--- config.mk ---
export PLATFORM = sky130hd
export DESIGN_NAME = expiry_day_counter
export DESIGN_NICKNAME = d
export VERILOG_FILES = /design/src/rtl/edc_pkg.sv /design/src/rtl/expiry_day_counter.sv
export SDC_FILE = /design/constraint.sdc
export NUM_CORES = 1
export LEC_CHECK = 0
export BUFFER_PORTS_ARGS = -buffer_cell sky130_fd_sc_hd__buf_2
export CORE_MARGIN = 1.5
export CORE_UTILIZATION = 45
export DETAILED_ROUTE_END_ITERATION = 10
export SKIP_CTS_REPAIR_TIMING = 1
export SYNTH_ARGS = -nofsm -noshare
export SYNTH_HDL_FRONTEND = slang
export SYNTH_SLANG_ARGS = --single-unit
--- constraint.sdc ---
create_clock -name clk -period 9.2 [get_ports clk]
set_input_delay 1.84 -clock clk [delete_from_list [all_inputs] [get_ports clk]]
set_output_delay 1.84 -clock clk [all_outputs]
set_load 0.05 [all_outputs]
--- src/rtl/edc_pkg.sv ---
// Shared types, widths and calendar constants for the expiry day counter.
// No dependencies; imported by expiry_day_counter and the testbench.
package edc_pkg;

  // Field widths of the date and result items.
  localparam int unsigned DAY_W    = 5;
  localparam int unsigned MONTH_W  = 4;
  localparam int unsigned YEAR_W   = 14;
  localparam int unsigned WINDOW_W = 9;
  localparam int unsigned DAYS_W   = 23;
  localparam int unsigned STATUS_W = 2;

  // Default upper year; later years saturate to it.
  localparam int unsigned YEAR_LIMIT_DEF = 9999;

  // Reset value of the expiring-soon window in days.
  localparam logic [WINDOW_W-1:0] WINDOW_RST = 9'd30;

  // Width of a day number (up to about 16383 * 366 days).
  localparam int unsigned DNUM_W = 23;
  // Width of the signed difference of two day numbers.
  localparam int unsigned DIFF_W = DNUM_W + 1;
  // Width of a day-of-year value (up to 366 days).
  localparam int unsigned DOY_W  = 9;

  localparam logic [DNUM_W-1:0] DAYS_PER_YEAR = 23'd365;

  // floor(y / 100) for 14-bit y as (y * 5243) >> 19. The reciprocal error
  // stays below one hundredth of a unit over the whole year range.
  localparam int unsigned DIV100_PROD_W = 27;
  localparam logic [12:0] DIV100_MUL    = 13'd5243;
  localparam int unsigned DIV100_SHIFT  = 19;
  localparam int unsigned Q100_W        = 8;
  localparam logic [6:0] CENTURY        = 7'd100;

  // Index of each date within the per-date register arrays.
  localparam int unsigned DATE_TODAY  = 0;
  localparam int unsigned DATE_EXPIRY = 1;
  localparam int unsigned NUM_DATES   = 2;

  localparam logic [MONTH_W-1:0] MONTH_FEB = 4'd2;
  localparam logic [MONTH_W-1:0] MONTH_DEC = 4'd12;

  // Result class of one item.
  typedef enum logic [STATUS_W-1:0] {
    ST_VALID    = 2'd0,
    ST_SOON     = 2'd1,
    ST_EXPIRED  = 2'd2
  } status_t;

  // Days before the first of a month in a common year. Month zero counts
  // as January; months are already clamped to December.
  function automatic logic [DOY_W-1:0] month_start(input logic [MONTH_W-1:0] m);
    logic [DOY_W-1:0] days;
    case (m)
      4'd0:    days = 9'd0;
      4'd1:    days = 9'd0;
      4'd2:    days = 9'd31;
      4'd3:    days = 9'd59;
      4'd4:    days = 9'd90;
      4'd5:    days = 9'd120;
      4'd6:    days = 9'd151;
      4'd7:    days = 9'd181;
      4'd8:    days = 9'd212;
      4'd9:    days = 9'd243;
      4'd10:   days = 9'd273;
      4'd11:   days = 9'd304;
      4'd12:   days = 9'd334;
      default: days = 9'd334;
    endcase
    return days;
  endfunction

endpackage

--- src/rtl/expiry_day_counter.sv ---
// Expiry day counter: five-stage pipeline from two calendar dates to a day
// difference and a status class. Depends on edc_pkg.
//
// Each item carries today's date and an expiry date; the block turns both
// into day numbers counted from year 0 under Gregorian leap rules (year 0 is
// a leap year) and returns expiry minus today in days together with a class:
// expired when the difference is negative, expiring soon when it lies
// strictly between zero and the soon window, valid otherwise. Years above
// YEAR_LIMIT saturate to it, months above 12 count as December, and the day
// of month is added as given. A new item is accepted in every cycle unless
// in_stall holds it off. The edge that takes an item loads the first of five
// register stages (clamp and multiply, century remainder, leap count and day
// of year, day number, difference and class), and the item moves through them
// in order, the last presenting its result. A stall on the result side holds the
// pipeline and closes up empty stages first. The soon window is written
// through the configuration port, which is always ready, and should change
// only while no item is in flight. There is no clearing pass after reset.
module expiry_day_counter #(
  parameter int unsigned YEAR_LIMIT = edc_pkg::YEAR_LIMIT_DEF
) (
  input  logic                          clk,
  input  logic                          rst_n,

  input  logic                          in_valid,
  output logic                          in_stall,
  input  logic [edc_pkg::DAY_W-1:0]     in_today_day,
  input  logic [edc_pkg::MONTH_W-1:0]   in_today_month,
  input  logic [edc_pkg::YEAR_W-1:0]    in_today_year,
  input  logic [edc_pkg::DAY_W-1:0]     in_expiry_day,
  input  logic [edc_pkg::MONTH_W-1:0]   in_expiry_month,
  input  logic [edc_pkg::YEAR_W-1:0]    in_expiry_year,

  output logic                          out_valid,
  input  logic                          out_stall,
  output logic [edc_pkg::DAYS_W-1:0]    out_days_left,
  output logic [edc_pkg::STATUS_W-1:0]  out_expiry_status,

  input  logic                          cfg_valid,
  output logic                          cfg_ready,
  input  logic [edc_pkg::WINDOW_W-1:0]  cfg_soon_window_days
);
  import edc_pkg::*;

  localparam int unsigned NSTAGE = 5;
  localparam int unsigned CMP_W  = 16;

  // Per-stage valid bits and the backward ready chain.
  logic [NSTAGE:1]   vld_r;
  logic [NSTAGE+1:1] rdy;

  logic [WINDOW_W-1:0] window_r;

  // Stage 1: clamped date, year times 365, century reciprocal product.
  logic [DAY_W-1:0]         s1_day_r   [NUM_DATES];
  logic [MONTH_W-1:0]       s1_month_r [NUM_DATES];
  logic [YEAR_W-1:0]        s1_year_r  [NUM_DATES];
  logic [DNUM_W-1:0]        s1_y365_r  [NUM_DATES];
  logic [DIV100_PROD_W-1:0] s1_p100_r  [NUM_DATES];

  // Stage 2: century quotient and whether the century remainder is nonzero.
  logic [DAY_W-1:0]   s2_day_r   [NUM_DATES];
  logic [MONTH_W-1:0] s2_month_r [NUM_DATES];
  logic [YEAR_W-1:0]  s2_year_r  [NUM_DATES];
  logic [DNUM_W-1:0]  s2_y365_r  [NUM_DATES];
  logic [Q100_W-1:0]  s2_q100_r  [NUM_DATES];
  logic               s2_r100nz_r[NUM_DATES];

  // Stage 3: days of whole earlier years and day of the year.
  logic [DNUM_W-1:0] s3_base_r [NUM_DATES];
  logic [DOY_W-1:0]  s3_doy_r  [NUM_DATES];

  // Stage 4: day numbers.
  logic [DNUM_W-1:0] s4_dnum_r [NUM_DATES];

  // Stage 5: difference and class, presented on the output.
  logic [DIFF_W-1:0] s5_diff_r;
  status_t           s5_status_r;

  // Next values.
  logic [DAY_W-1:0]         day_in      [NUM_DATES];
  logic [MONTH_W-1:0]       month_in    [NUM_DATES];
  logic [YEAR_W-1:0]        year_in     [NUM_DATES];
  logic [MONTH_W-1:0]       s1_month_nxt[NUM_DATES];
  logic [YEAR_W-1:0]        s1_year_nxt [NUM_DATES];
  logic [DNUM_W-1:0]        s1_y365_nxt [NUM_DATES];
  logic [DIV100_PROD_W-1:0] s1_p100_nxt [NUM_DATES];
  logic [Q100_W-1:0]        s2_q100_nxt [NUM_DATES];
  logic                     s2_r100nz_nxt[NUM_DATES];
  logic [DNUM_W-1:0]        s3_base_nxt [NUM_DATES];
  logic [DOY_W-1:0]         s3_doy_nxt  [NUM_DATES];
  logic [DNUM_W-1:0]        s4_dnum_nxt [NUM_DATES];
  logic [DIFF_W-1:0]        s5_diff_nxt;
  status_t                  s5_status_nxt;

  // Ready chain: a stage takes new data when it is empty or drains.
  always_comb begin
    rdy[NSTAGE+1] = !out_stall;
    for (int k = NSTAGE; k >= 1; k--) begin
      rdy[k] = !vld_r[k] || rdy[k+1];
    end
  end

  assign in_stall  = !rdy[1];
  assign cfg_ready = 1'b1;

  // Gather the two dates of an item.
  always_comb begin
    day_in[DATE_TODAY]    = in_today_day;
    month_in[DATE_TODAY]  = in_today_month;
    year_in[DATE_TODAY]   = in_today_year;
    day_in[DATE_EXPIRY]   = in_expiry_day;
    month_in[DATE_EXPIRY] = in_expiry_month;
    year_in[DATE_EXPIRY]  = in_expiry_year;
  end

  // Stage 1: saturate year and month, then the two constant multiplies.
  always_comb begin
    for (int i = 0; i < NUM_DATES; i++) begin
      if ({{(CMP_W-YEAR_W){1'b0}}, year_in[i]} > CMP_W'(YEAR_LIMIT)) begin
        s1_year_nxt[i] = YEAR_W'(YEAR_LIMIT);
      end else begin
        s1_year_nxt[i] = year_in[i];
      end
      if (month_in[i] > MONTH_DEC) begin
        s1_month_nxt[i] = MONTH_DEC;
      end else begin
        s1_month_nxt[i] = month_in[i];
      end
      s1_y365_nxt[i] = DNUM_W'(s1_year_nxt[i]) * DAYS_PER_YEAR;
      s1_p100_nxt[i] = DIV100_PROD_W'(s1_year_nxt[i]) * DIV100_PROD_W'(DIV100_MUL);
    end
  end

  // Stage 2: century quotient and a check of the remainder against zero.
  always_comb begin
    for (int i = 0; i < NUM_DATES; i++) begin
      s2_q100_nxt[i]   = s1_p100_r[i][DIV100_SHIFT +: Q100_W];
      s2_r100nz_nxt[i] = (15'(s2_q100_nxt[i]) * 15'(CENTURY)) != 15'(s1_year_r[i]);
    end
  end

  // Stage 3: earlier leap years in closed form and the day of the year.
  always_comb begin
    logic [12:0] ceil4;
    logic [Q100_W-1:0] ceil100;
    logic [6:0] ceil400;
    logic [12:0] leaps;
    logic leap;
    for (int i = 0; i < NUM_DATES; i++) begin
      ceil4   = 13'(s2_year_r[i][YEAR_W-1:2]) + 13'(s2_year_r[i][1:0] != 2'd0);
      ceil100 = s2_q100_r[i] + Q100_W'(s2_r100nz_r[i]);
      ceil400 = 7'(s2_q100_r[i][Q100_W-1:2])
              + 7'(s2_r100nz_r[i] || (s2_q100_r[i][1:0] != 2'd0));
      leaps   = ceil4 - 13'(ceil100) + 13'(ceil400);
      // A year divisible by 4 is a leap year unless it is a century year
      // whose century count is not divisible by 4.
      leap    = (s2_year_r[i][1:0] == 2'd0)
             && (s2_r100nz_r[i] || (s2_q100_r[i][1:0] == 2'd0));
      s3_base_nxt[i] = s2_y365_r[i] + DNUM_W'(leaps);
      s3_doy_nxt[i]  = month_start(s2_month_r[i])
                     + DOY_W'(leap && (s2_month_r[i] > MONTH_FEB))
                     + DOY_W'(s2_day_r[i]);
    end
  end

  // Stage 4: full day numbers.
  always_comb begin
    for (int i = 0; i < NUM_DATES; i++) begin
      s4_dnum_nxt[i] = s3_base_r[i] + DNUM_W'(s3_doy_r[i]);
    end
  end

  // Stage 5: signed difference and its class against the window.
  always_comb begin
    s5_diff_nxt = {1'b0, s4_dnum_r[DATE_EXPIRY]} - {1'b0, s4_dnum_r[DATE_TODAY]};
    if (s5_diff_nxt[DIFF_W-1]) begin
      s5_status_nxt = ST_EXPIRED;
    end else if ((s5_diff_nxt != '0)
              && (s5_diff_nxt[DIFF_W-2:0] < (DIFF_W-1)'(window_r))) begin
      s5_status_nxt = ST_SOON;
    end else begin
      s5_status_nxt = ST_VALID;
    end
  end

  // Control state: valid bits and the window register.
  always_ff @(posedge clk) begin
    if (!rst_n) begin
      vld_r    <= '0;
      window_r <= WINDOW_RST;
    end else begin
      if (rdy[1]) begin
        vld_r[1] <= in_valid;
      end
      for (int k = 2; k <= NSTAGE; k++) begin
        if (rdy[k]) begin
          vld_r[k] <= vld_r[k-1];
        end
      end
      if (cfg_valid && cfg_ready) begin
        window_r <= cfg_soon_window_days;
      end
    end
  end

  // Payload registers advance with their stage.
  always_ff @(posedge clk) begin
    for (int i = 0; i < NUM_DATES; i++) begin
      if (rdy[1]) begin
        s1_day_r[i]   <= day_in[i];
        s1_month_r[i] <= s1_month_nxt[i];
        s1_year_r[i]  <= s1_year_nxt[i];
        s1_y365_r[i]  <= s1_y365_nxt[i];
        s1_p100_r[i]  <= s1_p100_nxt[i];
      end
      if (rdy[2]) begin
        s2_day_r[i]    <= s1_day_r[i];
        s2_month_r[i]  <= s1_month_r[i];
        s2_year_r[i]   <= s1_year_r[i];
        s2_y365_r[i]   <= s1_y365_r[i];
        s2_q100_r[i]   <= s2_q100_nxt[i];
        s2_r100nz_r[i] <= s2_r100nz_nxt[i];
      end
      if (rdy[3]) begin
        s3_base_r[i] <= s3_base_nxt[i];
        s3_doy_r[i]  <= s3_doy_nxt[i];
      end
      if (rdy[4]) begin
        s4_dnum_r[i] <= s4_dnum_nxt[i];
      end
    end
    if (rdy[5]) begin
      s5_diff_r   <= s5_diff_nxt;
      s5_status_r <= s5_status_nxt;
    end
  end

  assign out_valid         = vld_r[NSTAGE];
  assign out_days_left     = s5_diff_r[DAYS_W-1:0];
  assign out_expiry_status = s5_status_r;

  // The expired class always goes with a negative full difference.
  assert property (@(posedge clk) disable iff (!rst_n)
    out_valid && (s5_status_r == ST_EXPIRED) |-> s5_diff_r[DIFF_W-1])
    else $error("expired result without a negative difference");

  // The expiring-soon class needs a strictly positive difference.
  assert property (@(posedge clk) disable iff (!rst_n)
    out_valid && (s5_status_r == ST_SOON) |-> !s5_diff_r[DIFF_W-1] && (s5_diff_r != '0))
    else $error("expiring-soon result without a positive difference");

  // A window of zero or one leaves no room for the expiring-soon class.
  assert property (@(posedge clk) disable iff (!rst_n)
    out_valid && (window_r <= WINDOW_W'(1)) |-> (s5_status_r != ST_SOON))
    else $error("expiring-soon result with a window below two");

  // An empty first stage never holds back the input side.
  assert property (@(posedge clk) disable iff (!rst_n)
    !vld_r[1] |-> !in_stall)
    else $error("input stalled with an empty first stage");

  // An item in the day-number stage reaches the output when it is not stalled.
  assert property (@(posedge clk) disable iff (!rst_n)
    vld_r[NSTAGE-1] && !out_stall |=> out_valid)
    else $error("item lost between the last two stages");

endmodule

After elaboration in Yosys (flattened, before gate mapping)
Memories as Yosys holds them, arrays and structs flattened. Index checks and enable logic that the tools add are counted.

Register bits after elaboration: 39. RAM bits: 366. ROM bits: 288. Bits of input ports: 60. Logic and storage cells: 101. Memories kept: 16.

Memory list: (name not given) (words 16, width 9, rd ports 1, clocked after memory_dff 0, wr ports 0, RTL line edc_pkg.sv:55) `case (m)`; (name not given) (words 16, width 9, rd ports 1, clocked after memory_dff 0, wr ports 0, RTL line edc_pkg.sv:55); s1_p100_r (words 2, width 27, rd ports 2, clocked after memory_dff 0, wr ports 2, RTL line expiry_day_counter.sv:58) `logic [DIV100_PROD_W-1:0] s1_p100_r [NUM_DATES];`; s1_y365_r (words 2, width 23, rd ports 2, clocked after memory_dff 0, wr ports 2, RTL line expiry_day_counter.sv:57) `logic [DNUM_W-1:0] s1_y365_r [NUM_DATES];`; s2_y365_r (words 2, width 23, rd ports 2, clocked after memory_dff 0, wr ports 2, RTL line expiry_day_counter.sv:64) `logic [DNUM_W-1:0] s2_y365_r [NUM_DATES];`; s3_base_r (words 2, width 23, rd ports 2, clocked after memory_dff 0, wr ports 2, RTL line expiry_day_counter.sv:69) `logic [DNUM_W-1:0] s3_base_r [NUM_DATES];`; +10 memories.

Add/sub/neg operators: 19. Multiply operators: 6. Order comparisons: 7. Equality and inequality tests: 2. Mux-type cells: 13. Reductions and logical operators: 30.

Operator list (number): $mul A14 B13 Y27 const B (2); $add A23 B13 Y23 (2); $add A23 B9 Y23 (2); $mul A14 B9 Y23 const B (2); $ne A15 B14 Y1 (2); $gt A14 B14 Y1 const B (2); $mux W14 (2); $add A12 B1 Y13 (2); $add A13 B7 Y13 (2); $mul A8 B5 Y13 const B (2); $sub A13 B8 Y13 (2); $reduce_bool A24 Y1 (1); $sub A23 B23 Y24 (1); $lt A23 B9 Y1 (1); $add A9 B1 Y9 (2); $add A9 B5 Y9 (2); $add A8 B1 Y8 (2); $add A6 B1 Y7 (2); $logic_or A1 B1 Y1 (9); $mux W1 (9); $gt A4 B2 Y1 const B (2); $gt A4 B4 Y1 const B (2); $logic_not A2 Y1 (4); $mux W4 (2); other kinds (3) (16).

Longest topological paths before layout
Depth after elaboration: 8. Depth in mapped cells: 28. Depth with buffers taken out: 26.

Worst setup path before layout
Ideal clock, no wire load.

Kind: input to register. From: in in_expiry_year[5] in the netlist's numbering. To: mem s1_p100_r[1][26] (netlist: s1_p100_r[0][53]) (data pin). Arrival time: 7.638 ns. Required time: 8.940 ns. Path slack: 1.302 ns. Stages on the path: 26. Cells stage by stage: clkbuf_1 > nor4_1 > nor2_1 > nor3_1 > nand2b_1 > clkbuf_1 > nand2b_1 > ha_1 > inv_1 > fa_1 > inv_1 > fa_1 > inv_1 > fa_1 > fa_1 > inv_1 > ha_1 > nand3_1 > nor2_1 > a211o_1 > o311ai_1 > a21oi_1 > or3_1 > o31a_1 > a21oi_1 > xnor2_1.

RTL lines: start: declaration (RTL line expiry_day_counter.sv:31) `input logic [edc_pkg::YEAR_W-1:0] in_expiry_year,`; end: declaration (RTL line expiry_day_counter.sv:58).

==> flow_summary_export.csv <==
group,metric,value,unit
run_status,outcome,"finished, final reports clean",
synthesis,synthDistinctLibCells,72,
synthesis,synth_area,30000,um^2
floorplanning,num_rows,94,
worst_setup_path,worst-setup-path-type,"in2reg",
synthesis,synth-seq-cells,359,
sta,skew,12.0,ps
worst_setup_path,arrival,8270,ps
layout,n_fill_cell,5877,
sta,finalHoldViolCount,0,
worst_setup_path,slowest_stage,"fa_1",
cts,tritoncts,"done",
synthesis,synthArstFlopShare,0,%
synthesis,yosysTopAreaCell,"edfxtp_1",
routing,antenna_left,0,
worst_setup_path,critPathMaxStageDelay,480,ps
min_path,hp-class,"reg2reg",
sta,finalSetupTns,0,ps
worst_setup_path,crit_chain,"buf_2 -> nor4_1 -> nor2_1 -> nor3_1 -> nand2b_1 -> nand2_1 -> inv_1 -> ha_1 -> inv_1 -> fa_1 -> inv_1 -> fa_1 -> ha_1 -> fa_1 -> ha_1 -> a2111oi_0 -> o21ai_0 -> a21oi_1 -> o21ai_0 -> a21oi_1 -> o21ai_0 -> a211oi_1 -> o21bai_1 -> xor2_1",
worst_setup_path,worst-path-buf-inv,4,
synthesis,synth_warnings,0,
job,maxCapViolCount,0,
routing,routed.top_layer,"met4",
synthesis,yosysSeqAreaShare,35.5,%
global_route,grt_pass1_vias,19634,
synthesis,synth.most_common_cell,"inv_1",
sta,rsz0062_at_grt,"no",
sta,worst_pin_slew,1020,ps
floorplanning,die_w,261,um
sta,drv_slew,0,
sta,post-route-period-util,86.6,%
cts,numClockSinks,359,
placement,detailed_place_hpwl,51500,um
sta,max_freq,125,MHz
worst_setup_path,cp_top_family,"adder cells",
routing,via_per_inst,5.07,
worst_setup_path,worstPathMaxFanout,15,
routing,wl_met1,28900,um
layout,syn_to_final_growth,9.71,%
worst_setup_path,cp-end-kind,"flip-flop",
placement,io_buffers,86,
worst_setup_path,reg2reg_setup_slack,3400,ps
floorplanning,dieHeight,261,um
cts,clk_path_buf_depth,3,
synthesis,synth_edf_count,345,
sta,setup_violations,0,
routing,finalWirelength,62400,um
global_route,grt_pass1_wl,101000,um
cts,numCtsBuffers,43,
cts,root_buffer,"clkbuf_16",
synthesis,yosys_most_used_dff,"edfxtp_1",
synthesis,synth_nets,3425,
synthesis,synth.area.top_cells,"edfxtp_1 35%, ha_1 20%, fa_1 15%",
routing,first_pass_iters,5,
worst_setup_path,startpoint_type,"input port",
cts,clk_latency,570,ps
global_route,grt_overflow_total,0,
global_route,grt_usage,18.8,%
layout,final_nets,3537,
routing,wl_met2,29700,um
placement,place_congestion,0.953,
cts,clkTransAtPathRegs,60,ps
synthesis,syn_inst,2668,
floorplanning,die_area,68200,um^2
global_route,grt_antenna_before_repair,0,
routing,routed-via-count,18628,
floorplanning,pin_count,88,
global_route,grt_max_degree,69,
floorplanning,initial_core_util,45.5,%
layout,n_antenna_cell,0,
routing,wl_met3,2090,um
layout,drive_gt1_share,6.65,%
sta,slew_headroom,31.8,%
worst_setup_path,required,9500,ps
routing,drt-initial-drc-count,848,
synthesis,synth_common_cells,"524 x inv_1, 474 x ha_1, 345 x edfxtp_1, 223 x fa_1, 170 x xnor2_1",
floorplanning,coreArea,65900,um^2
sta,timing.final.crit_period,7970,ps
synthesis,syn_avg_cell_area,11.2,um^2
synthesis,synth_top_cell_area_share,34.5,%
cts,htreeDepth,2,
routing,wl_per_cell,17.0,um
routing,drc,0,
==> final timing paths <==
check,to,cells after the start,start
hold reg to reg,s2_y365_r[0][45],0,s1_y365_r[0][45]
hold / removal,s2_y365_r[0][45],0,s1_y365_r[0][45]
setup reg to reg,s3_base_r[0][43],21,s2_r100nz_r[0][1]
setup / recovery,s1_p100_r[0][25],24,in_today_year[4]
==> stage by stage <==
step           utilization, %  cells  hold WS, ps  instance area, um^2  worst slack (ps)
3_3_place_gp             47.8   3599          404                31500               850
4_1_cts                  49.9   3676          419                32900              1290
5_1_grt                  49.9   3676          423                32900               737
6_report                 49.9   3676          417                32900              1230
2_1_floorplan               -   2668          400                30000              1300
3_5_place_dp             47.8   3599          405                31500               705
==> area by class of cell <==
type / count / area, um^2 / area share [%]
Clock inverter: 24 / 270 / 0.822
Multi-Input combinational cell: 1758 / 17300 / 52.6
Clock buffer: 53 / 1150 / 3.51
Inverter: 524 / 1970 / 5.98
Sequential cell: 359 / 10600 / 32.3
Tap cell: 864 / 1080 / 3.29
Timing Repair Buffer: 94 / 490 / 1.49
==> state kept, by name, indices dropped and copies added (netlist names) <==
| name | flops |
|---|---|
| s3_doy_r | 18 |
| s2_r100nz_r | 2 |
| s3_base_r | 46 |
| s4_dnum_r | 46 |
| s2_day_r | 10 |
| s1_year_r | 28 |
| s1_day_r | 10 |
| vld_r | 5 |
| s2_q100_r | 16 |
| s5_diff_r | 23 |
| s1_y365_r | 42 |
| window_r | 9 |
| s2_month_r | 8 |
| s2_year_r | 28 |
| s1_month_r | 8 |
| s1_p100_r | 16 |
| out_expiry_status | 2 |
| s2_y365_r | 42 |
==> placed cells by master, fill, tap and decap left out, types with 60 or more instances in the layout <==
cell type and n:
xor2_1 76, ha_1 474, buf_2 86, nor2_1 108, a21o_1 61, o21ai_0 60, xnor2_1 170, fa_1 223
a21oi_1 102, inv_1 523, edfxtp_1 345, nand2_1 96
==> kinds of logic after synthesis <==
family / synth area share, %
mux: 0.551
simple gates: 6.96
xor+xnor: 7.19
fa+ha+maj: 34.7
compound gates: 8.24
buf+inv: 6.91
flops: 35.5
other cells: 0.0125
==> layer usage <==
layer / track usage (%) / vias to the layer above
met4: 5.51 / 0
met1: 25.0 / 9000
met5: 0 / -
met3: 2.58 / 96
li1: - / 9269
met2: 32.0 / 263
Power is not shown: default switching activity piles up to over one toggle a cycle in this logic, so the estimate is an artifact.
